## config.mk

```make
export PLATFORM = sky130hd
export DESIGN_NAME = fdlc_cubic
export DESIGN_NICKNAME = d
export VERILOG_FILES = /design/src/hdl/fdlc_pkg.sv /design/src/hdl/fdlc_cubic.sv
export SDC_FILE = /design/constraint.sdc
export NUM_CORES = 2
export LEC_CHECK = 0
export ABC_AREA = 1
export BUFFER_PORTS_ARGS = -buffer_cell sky130_fd_sc_hd__buf_2
export CORE_MARGIN = 4
export CORE_UTILIZATION = 55
export CTS_CLUSTER_DIAMETER = 40
export DETAILED_ROUTE_END_ITERATION = 7
export PLACE_DENSITY = 0.72
export SLEW_MARGIN = 20
export SYNTH_ARGS = -nofsm -noshare
export SYNTH_HDL_FRONTEND = slang
export SYNTH_SLANG_ARGS = --single-unit
```

## constraint.sdc

```tcl
create_clock -name clk -period 5.1 [get_ports clk]
set_clock_uncertainty 0.15 [all_clocks]
set_input_delay 0.51 -clock clk [delete_from_list [all_inputs] [get_ports clk]]
set_output_delay 0.51 -clock clk [all_outputs]
set_load 0.02 [all_outputs]
```

## src/hdl/fdlc_pkg.sv

```systemverilog
// Shared constants and types for the fractional delay line with cubic interpolation.
// No dependencies; imported by fdlc_cubic, fractional_delay_line_cubic_top and the testbench.
package fdlc_pkg;

	localparam int DEF_BUF_LEN     = 1024;
	localparam int DEF_SAMPLE_BITS = 16;

	// delay is held in 1/256 sample units
	localparam int FRAC_BITS   = 8;
	localparam int FRAC_ONE    = 256;
	localparam int DELAY_W     = 18;
	localparam int DELAY_MIN   = 26;
	localparam int DELAY_RESET = 131072;

	// configuration port
	localparam int CFG_IDX_W  = 1;
	localparam int CFG_DATA_W = 18;

	typedef enum logic [CFG_IDX_W-1:0] {
		REG_DELAY  = 1'b0,
		REG_INTERP = 1'b1
	} cfg_reg_t;

	// result queue
	localparam int RES_DEPTH = 4;
	localparam int RES_AW    = 2;
	localparam int RES_CW    = 3;

	// which neighbor a memory read fetches
	typedef enum logic [1:0] {
		PH_M1,
		PH_0,
		PH_P1,
		PH_P2
	} tap_phase_t;

	// handoff from the tap gather logic into the interpolator
	typedef struct packed {
		logic                 vld;
		logic                 interp_on;
		logic [FRAC_BITS-1:0] frac;
	} fdlc_ctl_t;

endpackage

```

## src/hdl/fdlc_cubic.sv

```systemverilog
// Five-stage cubic interpolator: Horner form over four taps, round, saturate; y0 passes through when off.
// Depends on fdlc_pkg (FRAC_BITS, fdlc_ctl_t).
module fdlc_cubic #(
	parameter int SAMPLE_BITS = fdlc_pkg::DEF_SAMPLE_BITS
) (
	input  logic                          clk,
	input  logic                          arst_n,
	input  fdlc_pkg::fdlc_ctl_t           ctl,
	input  logic signed [SAMPLE_BITS-1:0] ym1,
	input  logic signed [SAMPLE_BITS-1:0] y0,
	input  logic signed [SAMPLE_BITS-1:0] y1,
	input  logic signed [SAMPLE_BITS-1:0] y2,
	output logic                          res_vld,
	output logic signed [SAMPLE_BITS-1:0] res
);
	import fdlc_pkg::*;

	localparam int SB  = SAMPLE_BITS;
	localparam int CAW = SB + 2;
	localparam int CBW = SB + 3;
	localparam int CCW = SB + 1;
	localparam int H1W = SB + 12;
	localparam int H2W = SB + 21;
	localparam int H3W = SB + 30;
	localparam int QW  = H3W - 3*FRAC_BITS;

	localparam logic signed [H3W-1:0] HALF = H3W'(1) <<< (3*FRAC_BITS - 1);
	localparam logic signed [QW-1:0]  QMAX = {{(QW-SB+1){1'b0}}, {(SB-1){1'b1}}};
	localparam logic signed [QW-1:0]  QMIN = {{(QW-SB+1){1'b1}}, {(SB-1){1'b0}}};

	// stage 1: polynomial coefficients
	logic signed [CAW-1:0]       ca_d, ca_s1;
	logic signed [CBW-1:0]       cb_d, cb_s1;
	logic signed [CCW-1:0]       cc_d, cc_s1, cc_s2;
	logic signed [SB-1:0]        y0_s1, y0_s2, y0_s3, y0_s4;
	logic [FRAC_BITS-1:0]        f_s1, f_s2, f_s3;
	logic                        on_s1, on_s2, on_s3, on_s4;
	logic                        v_s1, v_s2, v_s3, v_s4, v_s5;
	logic signed [H1W-1:0]       h1_d, h1_s2;
	logic signed [H2W-1:0]       h2_d, h2_s3;
	logic signed [H3W-1:0]       h3_d, h3_s4;
	logic signed [FRAC_BITS:0]   fs1, fs2, fs3;
	logic signed [QW-1:0]        q;
	logic signed [SB-1:0]        res_d, res_s5;

	assign ca_d = CAW'(y0) - CAW'(y1) + CAW'(y2) - CAW'(ym1);
	assign cb_d = (CBW'(ym1) <<< 1) - (CBW'(y0) <<< 1) + CBW'(y1) - CBW'(y2);
	assign cc_d = CCW'(y1) - CCW'(ym1);

	assign fs1 = $signed({1'b0, f_s1});
	assign fs2 = $signed({1'b0, f_s2});
	assign fs3 = $signed({1'b0, f_s3});

	// Horner: ((f*ca + 256*cb)*f + 65536*cc)*f + 2^24*y0 + 2^23
	assign h1_d = H1W'(ca_s1) * H1W'(fs1) + (H1W'(cb_s1) <<< FRAC_BITS);
	assign h2_d = H2W'(h1_s2) * H2W'(fs2) + (H2W'(cc_s2) <<< (2*FRAC_BITS));
	assign h3_d = H3W'(h2_s3) * H3W'(fs3) + (H3W'(y0_s3) <<< (3*FRAC_BITS)) + HALF;

	// arithmetic shift floors, so the added half rounds ties upward
	assign q = h3_s4[H3W-1:3*FRAC_BITS];

	always_comb begin
		if (!on_s4) begin
			res_d = y0_s4;
		end else if (q > QMAX) begin
			res_d = QMAX[SB-1:0];
		end else if (q < QMIN) begin
			res_d = QMIN[SB-1:0];
		end else begin
			res_d = q[SB-1:0];
		end
	end

	always_ff @(posedge clk or negedge arst_n) begin
		if (!arst_n) begin
			v_s1 <= 1'b0;
			v_s2 <= 1'b0;
			v_s3 <= 1'b0;
			v_s4 <= 1'b0;
			v_s5 <= 1'b0;
		end else begin
			v_s1 <= ctl.vld;
			v_s2 <= v_s1;
			v_s3 <= v_s2;
			v_s4 <= v_s3;
			v_s5 <= v_s4;
		end
	end

	always_ff @(posedge clk) begin
		ca_s1  <= ca_d;
		cb_s1  <= cb_d;
		cc_s1  <= cc_d;
		y0_s1  <= y0;
		f_s1   <= ctl.frac;
		on_s1  <= ctl.interp_on;

		h1_s2  <= h1_d;
		cc_s2  <= cc_s1;
		y0_s2  <= y0_s1;
		f_s2   <= f_s1;
		on_s2  <= on_s1;

		h2_s3  <= h2_d;
		y0_s3  <= y0_s2;
		f_s3   <= f_s2;
		on_s3  <= on_s2;

		h3_s4  <= h3_d;
		y0_s4  <= y0_s3;
		on_s4  <= on_s3;

		res_s5 <= res_d;
	end

	assign res_vld = v_s5;
	assign res     = res_s5;

endmodule

```

==> key figures <==
Status
  • Status: finished, final reports clean

Setup path
  • Worst EP arrival: 5.35 ns
  • Critical path's largest stage delay: 0.57 ns
  • Delay-heaviest family, CP: adder cells
  • Setup crit end: h3_s4[39]
  • Reg2reg path depth: 19
  • Critical R2R Launch: f_s3[3]
  • WS Path Type: flip-flop to flip-flop
  • Worst Path Buf+Inv: 5
  • Data required time of the worst path: 5.46 ns
  • CP max stage cell: fa_1
  • Worst R2R End: h3_s4[39]
  • Crit path launch type: flip-flop
  • Worst-path cell chain: buf_12 -> buf_4 -> nand2_1 -> inv_1 -> fa_1 -> fa_1 -> fa_1 -> fa_1 -> inv_1 -> fa_1 -> inv_1 -> ha_2 -> nand2_1 -> nor2_4 -> nand2_1 -> nor2_2 -> nand4_1 -> nand3_1 -> xor2_1
  • CP endpoint kind: flip-flop
  • Worst Path Max Fanout: 11
  • Worst Setup SP: f_s3[3]
  • Crit path top cell by count: fa_1
  • WP depth: 19
  • Flop2flop setup slack: 0.11 ns

Clock tree
  • Root Driver: clkbuf_16
  • H-tree depth: 2
  • Clock-pin slew on the worst setup and hold paths: 0.05 ns
  • Clk sink count: 271
  • Total CTS buffers: 49
  • Skew-Pair Late Insertion Delay: 0.58 ns
  • Max Buffers Root-to-Sink: 3
  • CTS tree: built

Die
  • # rows: 93
  • Chip Height: 263 um
  • CORE AREA: 0.0643 sq mm
  • # IOs: 93
  • Initial Util: 0.556
  • Die X: 263 um
  • Die area: 0.0692 sq mm

Synth
  • Synthesized area: 0.0358 sq mm
  • Seq/Total Area, Yosys: 0.152
  • Syn Nets: 5420
  • Post-synth cell types: 45
  • Post-synth ARST share: 0.0185
  • Dominant synthesized flop cell: dfxtp_1
  • Mapped Cells: 4382
  • Synth Register Bits: 271
  • Avg Cell Area, Syn: 8.16 sq um
  • Ys Warns: 0
  • Post-synth EDFFs: 0

Finish
  • Layout cells sized above 1: 0.124
  • Finished Layout Cells: 5503
  • Post-route cell area: 0.0412 sq mm
  • Area delta synth->final: 15.3%
  • Final core occ: 0.641
  • Layout Nets: 5646
  • Ant diodes: 0
  • Fill count: 5411

Place
  • Dpl hpwl: 75.1 mm
  • Port Buf Inserts: 92
  • Placed cell count: 5377
  • Post-Place Worst Slack: -0.103 ns
  • Placed cell area: 0.0384 sq mm
  • GP Congestion: 0.961

Drt
  • Vias: 27700
  • DRT Pass-1 Iters: 5
  • Vias per cell: 5.03
  • Remaining antenna violation count: 0
  • Drt wl/cell: 16.2 um
  • Routed WL: 89.2 mm
  • DRC viols: 0
  • Initial DRC count: 1634

Timing
  • Final-report setup violation count: 0
  • RSZ-0062 raised after global routing: true
  • Min Clock Period, post-route: 4.99 ns
  • F_max: 200 MHz
  • Final Cycle Share: 0.979
  • PnR worst setup slack: 0.107 ns
  • Final Max Slew Viols: 0
  • Slew @ Worst Pin: 0.665 ns
  • Final hold violation count: 0
  • Slew margin rel.: 0.556

GRT
  • GRT Util Overall: 0.261
  • Met3 usage: 0.0336
  • GRT Max-Usage Layer: met2
  • Vias in the first global route: 29600
  • Initial antenna violation count: 0
  • Largest net degree at the start of global routing: 38
  • Grt ovf: 0
  • Met1 usage: 0.328
  • First-pass GRT wire length: 147 mm
  • Met2 Usage GRT: 0.468

Hold path
  • HP Class: input pin to asynchronous set/reset pin

Flow run
  • Max Cap Viol: 0
-- state kept, by name, indices dropped and copies added, names as in the netlist, 8 cells and up --
register	count
y0_s3	16
f_s1	8
y0_s4	16
ca_s1	18
cc_s2	17
res	16
h3_s4	22
y0_s2	16
h2_s3	37
cc_s1	17
y0_s1	16
f_s3	8
f_s2	8
h1_s2	28
cb_s1	19
-- routing by layer --
layer / vias to the layer above / routed length [um] / share of wire
li1: 13200 / - / -
met1: 13500 / 36400 / 0.41
met2: 756 / 45100 / 0.51
met3: 195 / 4410 / 0.049
met4: 0 / 3270 / 0.037
met5: - / 0 / 0
-- synthesized netlist by cell type (all sizes together), types with 2 or more instances --
cell type | count | area, sq um
a21o | 23 | 173
o21bai | 18 | 135
nand4 | 26 | 163
a21boi | 8 | 60.1
a31oi | 8 | 50.1
nand3 | 79 | 405
xor2 | 95 | 832
inv | 1216 | 4560
nor4 | 8 | 50.1
xnor2 | 31 | 272
nand2 | 1003 | 3770
a211oi | 2 | 15.0
o21ai | 77 | 397
a21oi | 156 | 781
o22ai | 15 | 93.8
buf | 56 | 226
and2 | 3 | 18.8
a31o | 3 | 26.3
nor2 | 166 | 631
ha | 318 | 3980
dfrtp | 5 | 125
nand3b | 3 | 22.5
o31ai | 9 | 67.6
clkbuf | 102 | 422
fa | 644 | 12900
o21a | 11 | 82.6
dfxtp | 266 | 5330
and3 | 2 | 12.5
nor3 | 23 | 115
-- per-stage QoR --
| step | setup TNS (ns) | hold WS [ns] |
|---|---|---|
| after floorplan | 0 | 0.0644 |
| after global routing | -0.443 | 0.125 |
| after CTS | 0 | 0.0895 |
| after global placement | -0.195 | 0.160 |
| final | 0 | 0.130 |
| after detailed placement | -0.261 | 0.162 |
-- worst register-to-register path, stage by stage (launching register included) --
cell and delay, ns:
dfxtp_2 0.32, buf_12 0.14, buf_4 0.16, nand2_1 0.05
inv_1 0.06, fa_1 0.50, fa_1 0.57, fa_1 0.43
fa_1 0.51, inv_1 0.06, fa_1 0.49, inv_1 0.05
ha_2 0.38, nand2_1 0.15, nor2_4 0.19, nand2_1 0.10
nor2_2 0.13, nand4_1 0.16, nand3_1 0.16, xor2_1 0.15
-- how the worst min path moves through the flow --
stage | endpoint | startpoint | depth (start not counted) | slack (ns)
global route | res_vld | arst_n | 2 | 0.12
CTS | v_s4 | arst_n | 2 | 0.09
floorplan | res_vld | arst_n | 0 | 0.06
detailed placement | cc_s2[16] | cc_s1[16] | 0 | 0.16
global placement | y0_s3[14] | y0_s2[14] | 0 | 0.16
finish | v_s4 | arst_n | 2 | 0.13
-- area by class of cell --
cell class / count / area, sq um / area share
multi-input combinational: 2737 / 25700 / 0.624
sequential: 271 / 5510 / 0.134
inverter: 1216 / 4560 / 0.111
timing repair buffer: 333 / 2640 / 0.0640
clock buffer: 55 / 1310 / 0.0318
tap: 855 / 1070 / 0.0260
clock inverter: 36 / 408 / 0.00990
-- what timing repair did --
action                                  CTS  global route
hold buffers                             27             0
pin swaps                                 0            19
cloned                                    0             1
endpoints found under the hold margin    31             0
setup buffers                             0             7
gates resized for setup                  16           212
endpoints found under the setup margin   10            51
-- logic make-up after synthesis --
family | count (synthesis) | share of synthesized area
AOI/OAI and AO/OA | 334 | 0.0535
DFF | 271 | 0.152
xor gates and xnor gates | 126 | 0.0309
adders and majority gates | 962 | 0.472
muxes | 1 | 0.000315
and+or+nand+nor | 1314 | 0.145
buffers and inverters | 1374 | 0.146
-- placed cells by master (no fill, tap or decap), types with 18 or more instances in the layout --
cell type         n
a21o_1           23
nand2_1         980
nand3_1          75
o21ai_0          54
dfxtp_2          31
dlygate4sd3_1    27
clkbuf_16        52
dfxtp_1         230
inv_1          1209
nand2_2          23
a21oi_2          25
xor2_1           94
nand4_1          26
buf_4           183
xnor2_1          31
fa_1            639
a21oi_1         131
buf_12           18
buf_2            92
ha_1            296
nor2_1          138
nor2_2           25
Power is left out: the tool's default activity adds up to more than one toggle a clock period on the data nets, which glitch-free logic cannot reach.
